--- config.mk ---
export PLATFORM = sky130hd
export DESIGN_NAME = triangle_midpoint_subdivider
export DESIGN_NICKNAME = d
export VERILOG_FILES = /design/src/hdl/tms_pkg.sv /design/src/hdl/tms_norm.sv /design/src/hdl/triangle_midpoint_subdivider.sv
export SDC_FILE = /design/constraint.sdc
export NUM_CORES = 2
export LEC_CHECK = 0
export ABC_AREA = 1
export ABC_CLOCK_PERIOD_IN_PS = 13320
export BUFFER_PORTS_ARGS = -buffer_cell sky130_fd_sc_hd__buf_2
export CORE_MARGIN = 2
export CORE_UTILIZATION = 40
export CTS_BUF_LIST = sky130_fd_sc_hd__clkbuf_4
export DETAILED_ROUTE_END_ITERATION = 12
export PLACE_DENSITY_LB_ADDON = 0.08
export REMOVE_ABC_BUFFERS = 1
export SYNTH_ARGS = -nofsm -noshare
export SYNTH_HDL_FRONTEND = slang
export SYNTH_SLANG_ARGS = --single-unit
export TNS_END_PERCENT = 100
--- constraint.sdc ---
create_clock -name clk_i -period 13.32 [get_ports clk_i]
set_clock_uncertainty 0.2 [all_clocks]
set_input_delay 0.666 -clock clk_i [delete_from_list [all_inputs] [get_ports clk_i]]
set_output_delay 0.666 -clock clk_i [all_outputs]
set_load 0.02 [all_outputs]
--- src/hdl/tms_pkg.sv ---
// package for the triangle midpoint subdivider: field widths, vertex type, limits
// no dependencies
package tms_pkg;

  localparam int CoordWidth   = 16;
  localparam int UnitFracBits = 14;
  localparam int NumField     = 11;
  localparam int SumWidth     = CoordWidth + 1;
  // magnitude of a two-field sum, 2^CoordWidth included
  localparam int MagWidth     = SumWidth;
  localparam int LenWidth     = 2 * MagWidth + 2;
  localparam int RadWidth     = LenWidth + 28;
  localparam int RootWidth    = RadWidth / 2;
  localparam int NumWidth     = MagWidth + UnitFracBits + 14 + 1;
  localparam int QuoWidth     = NumWidth;
  localparam int DataWidth    = NumField * CoordWidth;
  localparam int TdataWidth   = ((DataWidth + 7) / 8) * 8;

  typedef logic signed [CoordWidth-1:0] coord_t;
  typedef coord_t [NumField-1:0] vertex_t;

  localparam logic [QuoWidth-1:0] UnitLim = QuoWidth'((64'd1 << (CoordWidth - 1)) - 64'd1);

endpackage

--- src/hdl/tms_norm.sv ---
// vector normalization unit: one shared restoring root/divide step per cycle
// depends on tms_pkg
module tms_norm (
  input  logic                          clk_i,
  input  logic                          rst_ni,
  input  logic                          start_i,
  input  logic signed [tms_pkg::SumWidth-1:0] s0_i,
  input  logic signed [tms_pkg::SumWidth-1:0] s1_i,
  input  logic signed [tms_pkg::SumWidth-1:0] s2_i,
  output logic                          done_o,
  output tms_pkg::coord_t               o0_o,
  output tms_pkg::coord_t               o1_o,
  output tms_pkg::coord_t               o2_o
);

  typedef enum logic [2:0] {
    ST_IDLE, ST_SQR, ST_ROOT, ST_DIV, ST_DONE
  } state_e;

  localparam int RootSteps = tms_pkg::RootWidth;
  localparam int DivSteps  = tms_pkg::QuoWidth;
  localparam int CntWidth  = $clog2(RootSteps + DivSteps + 1);

  state_e state_q;
  logic [CntWidth-1:0] cnt_q;
  logic [1:0] comp_q;
  logic [2:0] neg_q;
  logic [tms_pkg::MagWidth-1:0] mag_q [3];
  logic [tms_pkg::LenWidth-1:0] len_q;
  logic [tms_pkg::RadWidth-1:0] rad_q;
  logic [tms_pkg::RootWidth+1:0] rem_q;
  logic [tms_pkg::RootWidth-1:0] root_q;
  logic [tms_pkg::NumWidth-1:0] num_q;
  logic [tms_pkg::RootWidth:0] drem_q;
  logic [tms_pkg::QuoWidth-1:0] quo_q;
  tms_pkg::coord_t res_q [3];

  logic [tms_pkg::MagWidth-1:0] m0, m1, m2, mc;
  logic [2*tms_pkg::MagWidth-1:0] sq;
  logic [tms_pkg::RootWidth+1:0] rtrial;
  logic [tms_pkg::RootWidth+1:0] rsub;
  logic [tms_pkg::RootWidth-1:0] root_nx;
  logic [tms_pkg::RootWidth:0] dtrial;
  logic [tms_pkg::QuoWidth-1:0] qsat;
  logic [tms_pkg::NumWidth-1:0] numc;

  assign m0 = tms_pkg::MagWidth'(s0_i < 0 ? -s0_i : s0_i);
  assign m1 = tms_pkg::MagWidth'(s1_i < 0 ? -s1_i : s1_i);
  assign m2 = tms_pkg::MagWidth'(s2_i < 0 ? -s2_i : s2_i);
  assign mc = mag_q[comp_q];
  assign sq = mc * mc;
  assign rtrial = {rem_q[tms_pkg::RootWidth-1:0], rad_q[tms_pkg::RadWidth-1 -: 2]};
  assign rsub = {root_q, 2'b01};
  // root after the current step, final on the last root cycle
  assign root_nx = {root_q[tms_pkg::RootWidth-2:0], rtrial >= rsub};
  assign dtrial = {drem_q[tms_pkg::RootWidth-1:0], num_q[tms_pkg::NumWidth-1]};
  assign qsat = (quo_q > tms_pkg::UnitLim) ? tms_pkg::UnitLim : quo_q;
  // dividend with half-root rounding folded in
  assign numc = ({mc, (tms_pkg::UnitFracBits + 14)'(0)} & tms_pkg::NumWidth'({tms_pkg::NumWidth{1'b1}}))
              + tms_pkg::NumWidth'(root_nx >> 1);

  assign done_o = (state_q == ST_DONE);
  assign o0_o = res_q[0];
  assign o1_o = res_q[1];
  assign o2_o = res_q[2];

  always_ff @(posedge clk_i or negedge rst_ni) begin
    if (!rst_ni) begin
      state_q <= ST_IDLE;
      cnt_q   <= '0;
      comp_q  <= '0;
    end else begin
      case (state_q)
        ST_IDLE: begin
          if (start_i) begin
            mag_q[0] <= m0;
            mag_q[1] <= m1;
            mag_q[2] <= m2;
            neg_q    <= {s2_i < 0, s1_i < 0, s0_i < 0};
            len_q    <= '0;
            comp_q   <= '0;
            if (m0 == '0 && m1 == '0 && m2 == '0) begin
              // zero-length sum gives the zero vector
              res_q[0] <= '0;
              res_q[1] <= '0;
              res_q[2] <= '0;
              state_q  <= ST_DONE;
            end else begin
              state_q <= ST_SQR;
            end
          end
        end
        ST_SQR: begin
          // one square per cycle through the shared multiplier
          len_q <= len_q + tms_pkg::LenWidth'(sq);
          if (comp_q == 2'd2) begin
            comp_q  <= '0;
            cnt_q   <= '0;
            state_q <= ST_ROOT;
            rem_q   <= '0;
            root_q  <= '0;
            rad_q   <= {len_q + tms_pkg::LenWidth'(sq), 28'd0};
          end else begin
            comp_q <= comp_q + 2'd1;
          end
        end
        ST_ROOT: begin
          // two radicand bits per cycle
          rad_q <= rad_q << 2;
          if (rtrial >= rsub) begin
            rem_q  <= rtrial - rsub;
            root_q <= {root_q[tms_pkg::RootWidth-2:0], 1'b1};
          end else begin
            rem_q  <= rtrial;
            root_q <= {root_q[tms_pkg::RootWidth-2:0], 1'b0};
          end
          if (cnt_q == CntWidth'(RootSteps - 1)) begin
            cnt_q   <= '0;
            state_q <= ST_DIV;
            drem_q  <= '0;
            quo_q   <= '0;
            num_q   <= numc;
          end else begin
            cnt_q <= cnt_q + 1'b1;
          end
        end
        ST_DIV: begin
          // one quotient bit per cycle
          num_q <= num_q << 1;
          if (dtrial >= {1'b0, root_q}) begin
            drem_q <= dtrial - {1'b0, root_q};
            quo_q  <= {quo_q[tms_pkg::QuoWidth-2:0], 1'b1};
          end else begin
            drem_q <= dtrial;
            quo_q  <= {quo_q[tms_pkg::QuoWidth-2:0], 1'b0};
          end
          if (cnt_q == CntWidth'(DivSteps)) begin
            res_q[comp_q] <= neg_q[comp_q] ? -tms_pkg::CoordWidth'(qsat)
                                           : tms_pkg::CoordWidth'(qsat);
            cnt_q <= '0;
            drem_q <= '0;
            quo_q  <= '0;
            if (comp_q == 2'd2) begin
              state_q <= ST_DONE;
            end else begin
              comp_q <= comp_q + 2'd1;
              num_q  <= ({mag_q[comp_q + 2'd1], (tms_pkg::UnitFracBits + 14)'(0)}
                         & tms_pkg::NumWidth'({tms_pkg::NumWidth{1'b1}}))
                        + tms_pkg::NumWidth'(root_q >> 1);
            end
          end else begin
            cnt_q <= cnt_q + 1'b1;
          end
        end
        ST_DONE: begin
          state_q <= ST_IDLE;
        end
        default: state_q <= ST_IDLE;
      endcase
    end
  end

endmodule

--- src/hdl/triangle_midpoint_subdivider.sv ---
// top level of the triangle midpoint subdivider: corner store, sequencer, output register
// depends on tms_pkg and tms_norm
//
// channel  dir  signals                    word
// s_axis   in   tvalid tready tdata        one corner vertex
// m_axis   out  tvalid tready tdata tlast  one emitted vertex, tlast on the sixth
//
// corner 2 triggers six vertices
// a normalization in tms_norm runs start, three squares, the root steps, the divide
// steps per component and done; a zero-length sum goes straight from start to done
// each midpoint needs two normalizations, normal then tangent, plus an emit
// so the bit-serial root and divider set the throughput of a triangle
// input is held off while a triangle is being emitted; output stalls simply wait
// reset clears the corner count and the sequencer; held corners need no reset
module triangle_midpoint_subdivider (
  input  logic                               clk_i,
  input  logic                               rst_ni,
  input  logic                               s_axis_tvalid,
  output logic                               s_axis_tready,
  // position_x/y/z, normal_x/y/z, tangent_x/y/z, tex_u, tex_v from bit 0 up
  input  logic [tms_pkg::TdataWidth-1:0]     s_axis_tdata,
  output logic                               m_axis_tvalid,
  input  logic                               m_axis_tready,
  // out_position_x/y/z, out_normal_x/y/z, out_tangent_x/y/z, out_tex_u, out_tex_v
  output logic [tms_pkg::TdataWidth-1:0]     m_axis_tdata,
  output logic                               m_axis_tlast
);

  typedef enum logic [2:0] {
    ST_IN, ST_CORNER, ST_NORM_N, ST_NORM_T, ST_MID, ST_WAIT
  } state_e;

  state_e state_q;
  logic [1:0] count_q;
  logic [2:0] vidx_q;
  tms_pkg::vertex_t held_q [3];
  tms_pkg::vertex_t mid_q;
  logic m_valid_q;
  tms_pkg::vertex_t m_data_q;
  logic m_last_q;

  tms_pkg::vertex_t in_v, va, vb;
  logic norm_start;
  logic norm_done;
  tms_pkg::coord_t n0, n1, n2;
  logic signed [tms_pkg::SumWidth-1:0] s0, s1, s2;
  logic out_free;
  logic [1:0] ia, ib;

  assign in_v = s_axis_tdata[tms_pkg::DataWidth-1:0];
  assign out_free = !m_valid_q || m_axis_tready;
  assign s_axis_tready = (state_q == ST_IN);

  // edge endpoints for midpoints 01, 12, 02
  always_comb begin
    case (vidx_q)
      3'd3:    begin ia = 2'd0; ib = 2'd1; end
      3'd4:    begin ia = 2'd1; ib = 2'd2; end
      default: begin ia = 2'd0; ib = 2'd2; end
    endcase
  end
  assign va = held_q[ia];
  assign vb = held_q[ib];

  // vector sums feed the shared normalizer: normal first, then tangent
  always_comb begin
    if (state_q == ST_NORM_T) begin
      s0 = tms_pkg::SumWidth'(va[6]) + tms_pkg::SumWidth'(vb[6]);
      s1 = tms_pkg::SumWidth'(va[7]) + tms_pkg::SumWidth'(vb[7]);
      s2 = tms_pkg::SumWidth'(va[8]) + tms_pkg::SumWidth'(vb[8]);
    end else begin
      s0 = tms_pkg::SumWidth'(va[3]) + tms_pkg::SumWidth'(vb[3]);
      s1 = tms_pkg::SumWidth'(va[4]) + tms_pkg::SumWidth'(vb[4]);
      s2 = tms_pkg::SumWidth'(va[5]) + tms_pkg::SumWidth'(vb[5]);
    end
  end

  logic started_q;
  assign norm_start = (state_q == ST_NORM_N || state_q == ST_NORM_T) && !started_q;

  tms_norm u_norm (
    .clk_i   (clk_i),
    .rst_ni  (rst_ni),
    .start_i (norm_start),
    .s0_i    (s0),
    .s1_i    (s1),
    .s2_i    (s2),
    .done_o  (norm_done),
    .o0_o    (n0),
    .o1_o    (n1),
    .o2_o    (n2)
  );

  function automatic tms_pkg::coord_t half_sum(tms_pkg::coord_t a, tms_pkg::coord_t b);
    logic signed [tms_pkg::SumWidth-1:0] s;
    s = tms_pkg::SumWidth'(a) + tms_pkg::SumWidth'(b);
    return s[tms_pkg::SumWidth-1:1];
  endfunction

  always_ff @(posedge clk_i or negedge rst_ni) begin
    if (!rst_ni) begin
      state_q   <= ST_IN;
      count_q   <= '0;
      vidx_q    <= '0;
      m_valid_q <= 1'b0;
      m_last_q  <= 1'b0;
      started_q <= 1'b0;
    end else begin
      if (m_valid_q && m_axis_tready) begin
        m_valid_q <= 1'b0;
      end
      case (state_q)
        ST_IN: begin
          if (s_axis_tvalid) begin
            held_q[count_q] <= in_v;
            if (count_q == 2'd2) begin
              count_q <= '0;
              vidx_q  <= '0;
              state_q <= ST_CORNER;
            end else begin
              count_q <= count_q + 2'd1;
            end
          end
        end
        ST_CORNER: begin
          // corners pass through unchanged
          if (out_free) begin
            m_valid_q <= 1'b1;
            m_data_q  <= held_q[vidx_q[1:0]];
            m_last_q  <= 1'b0;
            vidx_q    <= vidx_q + 3'd1;
            if (vidx_q == 3'd2) begin
              state_q <= ST_NORM_N;
            end
          end
        end
        ST_NORM_N: begin
          started_q <= 1'b1;
          for (int i = 0; i < 3; i++) begin
            mid_q[i] <= half_sum(va[i], vb[i]);
          end
          mid_q[9]  <= half_sum(va[9], vb[9]);
          mid_q[10] <= half_sum(va[10], vb[10]);
          if (norm_done) begin
            mid_q[3]  <= n0;
            mid_q[4]  <= n1;
            mid_q[5]  <= n2;
            started_q <= 1'b0;
            state_q   <= ST_NORM_T;
          end
        end
        ST_NORM_T: begin
          started_q <= 1'b1;
          if (norm_done) begin
            mid_q[6]  <= n0;
            mid_q[7]  <= n1;
            mid_q[8]  <= n2;
            started_q <= 1'b0;
            state_q   <= ST_MID;
          end
        end
        ST_MID: begin
          if (out_free) begin
            m_valid_q <= 1'b1;
            m_data_q  <= mid_q;
            m_last_q  <= (vidx_q == 3'd5);
            vidx_q    <= vidx_q + 3'd1;
            state_q   <= (vidx_q == 3'd5) ? ST_WAIT : ST_NORM_N;
          end
        end
        ST_WAIT: begin
          state_q <= ST_IN;
        end
        default: state_q <= ST_IN;
      endcase
    end
  end

  assign m_axis_tvalid = m_valid_q;
  assign m_axis_tlast  = m_last_q;
  assign m_axis_tdata  = tms_pkg::TdataWidth'(m_data_q);

endmodule
[After elaboration in Yosys (flattened, before gate mapping)]
Memory sizes are Yosys's and may differ from the RTL's.
Cells that the tools add are included.
Word-level totals
  flip-flop bits (word level): 666
  bits in writable memories: 627
  input port bits: 180
  word-level logic and storage cells: 236
  memories kept: 3
Memories
  held_q: depth 3, width 176, rd ports 3, clocked after Yosys merged registers in 0, wr ports 1, RTL line triangle_midpoint_subdivider.sv:36  | tms_pkg::vertex_t held_q [3];
  u_norm.mag_q: depth 3, width 17, rd ports 2, clocked after Yosys merged registers in 0, wr ports 3, RTL line tms_norm.sv:28  | logic [tms_pkg::MagWidth-1:0] mag_q [3];
  u_norm.res_q: depth 3, width 16, rd ports 3, clocked after Yosys merged registers in 0, wr ports 3, RTL line tms_norm.sv:36  | tms_pkg::coord_t res_q [3];
Cells by class
  $add $sub $neg: 24
  multipliers: 1
  magnitude comparators: 7
  eq/ne operators: 30
  muxes and demuxes: 90
  reduce and logical (&&, ||, !) cells: 42
Operators by type and width (count)
  176-bit two-way mux: 2
  176-bit one-hot mux with 2 select lines: 1
  46-bit two-way mux: 5
  32-bit two-way mux: 6
  32-bit one-hot mux with 2 select lines: 3
  16-bit by 16-bit adder with 17-bit output: 11
  46-bit one-hot mux with 2 select lines: 2
  64-bit one-hot mux with 2 select lines: 1
  17-bit two-way mux: 6
  45-bit by 31-bit adder with 46-bit output: 2
  36-bit one-hot mux with 2 select lines: 1
  64-bit two-way mux: 1
  32-bit subtractor: 2
  17-bit logical NOT: 3
  17-bit by 1-bit less-than comparator with 1-bit output (second input constant): 3
  3-bit two-way mux: 17
  17-bit negator: 3
  16-bit two-way mux: 3
  46-bit by 15-bit > comparator with 1-bit output (second input constant): 1
  36-bit by 34-bit adder with 36-bit output: 1
  36-bit two-way mux: 1
  34-bit >= comparator: 1
  17-bit by 17-bit multiplier with 34-bit output: 1
  33-bit by 32-bit >= comparator with 1-bit output: 1
  other kinds (36): 116

[Longest topological paths before layout]
An unclocked memory read counts as a cell.
  depth after elaboration: 16
  depth in mapped cells: 40
  gate-level depth less buffers: 34

[Hierarchy]
From an unflattened synthesis, not the netlist that was laid out.
Unflattened totals
  cell total of the unflattened synthesis: 8413
  area total of the unflattened synthesis: 77630.7 µm²
Modules (own cells, without submodules)
  triangle_midpoint_subdivider: instances 1, cells each 4704, area each 46194.3 µm²
  tms_norm: instances 1, cells each 3709, area each 31436.4 µm²

[Worst setup path before layout]
OpenSTA, ideal clock, no wires.
  kind: input-to-reg
  from: input rst_ni
  to: register u_norm.drem_q[0] in the netlist's numbering, enable pin
  arrival time: 10.021 ns
  path slack: 2.308 ns
  stages on the path: 3
  buffers on the path: 1
  cell sequence: inv_1 > clkbuf_1 > a211oi_1
Between the ends
  cells in the longest elaborated chain, start to end: 1
Ends and longest elaborated chain
  start, declared: RTL line triangle_midpoint_subdivider.sv:17  | input logic rst_ni,
  3-bit AND reduction (no line)
  end signal, assigned: RTL line tms_norm.sv:131  | drem_q <= dtrial - {1'b0, root_q};
  end signal, assigned: RTL line tms_norm.sv:134  | drem_q <= dtrial;
  end, declared: RTL line tms_norm.sv:34  | logic [tms_pkg::RootWidth:0] drem_q;
No other way between the ends.
A chain may end at the register's enable or synchronous reset.

[Worst setup path in the final report]
  from: register u_norm.comp_q[1]
  to: register u_norm.rad_q[61] in the netlist's numbering, data pin
Between the ends
  cells in the longest elaborated chain, start to end: 5
Ends and longest elaborated chain
  start, declared: RTL line tms_norm.sv:26  | logic [1:0] comp_q;
  start signal, assigned: RTL line tms_norm.sv:104  | comp_q <= comp_q + 2'd1;
  start signal, assigned: RTL line tms_norm.sv:146  | comp_q <= comp_q + 2'd1;
  memory 3 x 17 bit
  17-bit by 17-bit multiplier with 34-bit output: RTL line tms_norm.sv:51  | assign sq = mc * mc;
  36-bit by 34-bit adder with 36-bit output: RTL line tms_norm.sv:102  | rad_q <= {len_q + tms_pkg::LenWidth'(sq), 28'd0};
  64-bit two-way mux: RTL line tms_norm.sv:96  | if (comp_q == 2'd2) begin
  64-bit one-hot mux with 2 select lines: RTL line tms_norm.sv:73  | case (state_q)
  end signal, assigned: RTL line tms_norm.sv:102
  end signal, assigned: RTL line tms_norm.sv:109  | rad_q <= rad_q << 2;
  end, declared: RTL line tms_norm.sv:30  | logic [tms_pkg::RadWidth-1:0] rad_q;
No other way between the ends. The select of a mux whose other input is x is not followed.

==> results.yml <==
sta:
  rsz0062_at_grt: "no"
  finalWorstSetupSlack_ns: 4.24
  min_period_ns: 9.08
  period_share_pct: 68.2
  slew_viol_final: 0
  worst_pin_slew_ns: 1.32
  maxSlewHeadroom_pct: 11.0
  fmax_mhz: 110
  hold_viol: 0
  setup_viol: 0
clocking:
  ctsResizeCount: 0
  cts_setup_buffers: 0
  worstSkewPairLatency_ns: 1.40
  htree_levels: 5
  cts.sinks: 1265
  path_clk_slew_ns: 0.07
  cts_hold_buf: 359
  cts_buffer_depth: 4
  cts-root-buf: "clkbuf_4"
  numCtsBuffers: 370
  cts_tree: "yes"
global_routing:
  grt_overflow: 0
  met3_usage_pct: 3.94
  grt_most_used_layer: "met2"
  use_met2_pct: 41.6
  grt_first_pass_wirelength_um: 353000
  use_met1_pct: 29.8
  antenna_found_initial: 32
  grtUsageTotal_pct: 23.8
  grt_start_max_net_pins: 211
  grt_pass1_vias: 59700
worst_hold_path:
  worstHoldEndpoint: "m_axis_tdata[167]"
  hold_path_class: "flop to flop"
  hold_depth: 2
  min-delay-start: "mid_q[167]"
yosys:
  synth_top_family_by_area: "simple AND/OR/NAND/NOR gates"
  synth_xor_area_share_pct: 2.39
  ys_types: 61
  ys_seq_area_share_pct: 49.9
  synth_edf_count: 1242
  synth-simple-area-share_pct: 17.8
  synth-compound-area-share_pct: 8.90
  syn_inst: 8058
  ys_ff_latch: 1265
  syn_avg_cell_area_um2: 9.42
  async_flop_share_pct: 1.82
  synth_area_um2: 75900
  ys.flop_type: "edfxtp_1"
  muxShareOfSynthArea_pct: 1.94
  synth_fa_ha_area_share_pct: 12.3
  yosysWarnings: 0
setup_path:
  cp-end-kind: "flop"
  worstSetupPathType: "flop to flop"
  crit_fanout: 37
  cp_top_family: "adder cells"
  slowest_stage: "o21ai_0"
  r2r-end: "u_norm.rad_q[61]"
  path_buf_inv: 6
  regToRegStartpoint: "u_norm.comp_q[1]"
  cp.arrival_ns: 9.86
  critical_path.startpoint_type: "flop"
  crit_path_max_incr_delay_ns: 1.20
  worstPathRequired_ns: 14.10
  r2r_setup_slack_ns: 4.24
  reg2reg_depth: 25
placed_design:
  io_buffers: 358
  pre_cts_slack_ns: 4.30
  place_congestion: 0.879
  dp_hpwl_um: 160000
  dp_cells: 10700
route:
  drcViolationCount: 0
  wl_per_cell_um: 19.9
  drt-vias-per-instance: 5.08
  drtIter0Drc: 3784
  first_pass_iters: 6
  vias: 59300
  wirelength_um: 233000
  drtAntennaViolNets: 0
cells_and_area:
  fin_util_pct: 47.0
  finalNonFillerCells: 11700
  nets: 9711
  drive_above_1_share_pct: 13.3
  areaGrowthSynthToFinish_pct: 16.4
  fillCellCount: 18400
die:
  core_area_um2: 188000
  die_h_um: 440
  dieArea_um2: 193000
  start_util_pct: 40.3
  fp-row-count: 159
  die_w_um: 440
  io_pins: 359
status:
  status: "completed"
flow_run:
  drv_cap: 0
[layout make-up]
type | instances | area, um2 | share of cell area [%]
Tap cell | 2495 | 3120 | 3.53
Inverter | 1058 | 3990 | 4.52
Clock buffer | 532 | 3990 | 4.52
Sequential cell | 1265 | 37900 | 42.9
Multi-Input combinational cell | 5452 | 33100 | 37.4
Clock inverter | 73 | 313 | 0.354
Antenna cell | 20 | 50.0 | 0.0566
Timing Repair Buffer | 777 | 5950 | 6.73
[layer usage]
metal / share of wire, % / wire length [um]
met1: 43 / 99100
met2: 49 / 115000
met3: 4.8 / 11100
met4: 3.2 / 7380
met5: 0.034 / 80
[worst max path at each step]
stage                     start                to  depth (start not counted)
5_1_grt        u_norm.comp_q[1]  u_norm.rad_q[61]                         30
4_1_cts        u_norm.comp_q[1]  u_norm.rad_q[61]                         25
3_5_place_dp   u_norm.comp_q[1]  u_norm.rad_q[61]                         25
3_3_place_gp   u_norm.comp_q[1]  u_norm.rad_q[61]                         25
2_1_floorplan        state_q[1]   m_axis_tdata[0]                          7
6_report       u_norm.comp_q[1]  u_norm.rad_q[61]                         25
[tightest hold or removal path: cells and delay by family, from the launching register on]
kind | cells | cell delay (ns)
DFF | 1 | 0.32
AOI/OAI and AO/OA | 1 | 0.06
and+or+nand+nor | 1 | 0.04
[cells in the mapped netlist (12+ instances only)]
master / number / area, um2
o221ai_1: 38 / 333
buf_1: 23 / 86.3
nor4_1: 15 / 93.8
nor3_1: 41 / 205
edfxtp_1: 1242 / 37300
ha_1: 371 / 4640
nand3b_1: 13 / 97.6
a211oi_1: 15 / 113
or2_2: 23 / 144
a21oi_1: 345 / 1730
nand2_1: 2032 / 7630
nand2_2: 25 / 156
nand3_1: 469 / 2350
xnor2_1: 66 / 578
buf_2: 19 / 95.1
dfrtp_1: 23 / 576
o21ai_1: 26 / 130
mux2_2: 131 / 1480
nor2_2: 14 / 87.6
o211ai_1: 74 / 556
inv_1: 1048 / 3930
o21ai_0: 620 / 3100
nor2_1: 569 / 2140
clkbuf_1: 233 / 875
xor2_1: 141 / 1230
o21a_1: 14 / 105
nand4_1: 44 / 275
a21o_1: 12 / 90.1
fa_1: 236 / 4720
o21bai_1: 20 / 150
[cell usage in the layout (no fill, tap or decap), drive strengths merged, types with 10 or more instances in the layout]
master          n
nand2        2059
edfxtp       1242
inv          1059
o21ai         651
nor2          593
clkbuf        532
nand3         479
buf           419
ha            371
dlygate4sd3   358
a21oi         345
fa            236
xor2          141
mux2          131
o211ai         74
clkinv         71
xnor2          66
nand4          45
nor3           42
o221ai         38
or2            28
dfrtp          23
diode          20
o21bai         20
nor4           15
a211oi         15
o21a           14
nand3b         13
a21o           12
o22ai          10
[through the flow]
step	instance area (um2)	setup TNS, ns	hold slack (ns)
2_1_floorplan	74800	-1210.48	0.170
3_3_place_gp	80400	0	0.227
3_5_place_dp	80400	0	0.234
4_1_cts	88300	0	0.170
5_1_grt	88400	0	0.243
6_report	88400	0	0.227
[flip-flops by register name, indices dropped and copies added, names as in the netlist, 7 cells and up]
register	cells
held_q	528
m_axis_tdata	176
mid_q	176
u_norm.mag_q	51
u_norm.res_q	48
u_norm.num_q	46
u_norm.quo_q	46
u_norm.len_q	36
u_norm.rad_q	36
u_norm.drem_q	32
u_norm.rem_q	32
u_norm.root_q	32
u_norm.cnt_q	7
[cells by family after synthesis]
family | count (synthesis)
AND/OR/NAND/NOR | 3284
XOR/XNOR | 207
adder cells (fa/ha/maj) | 607
AO/OA/AOI/OAI | 1223
buffers and inverters | 1341
multiplexers | 131
flip-flops | 1265
Power is left out: the tool's default activity adds up to more than one toggle a clock period on the data nets, which glitch-free logic cannot reach.
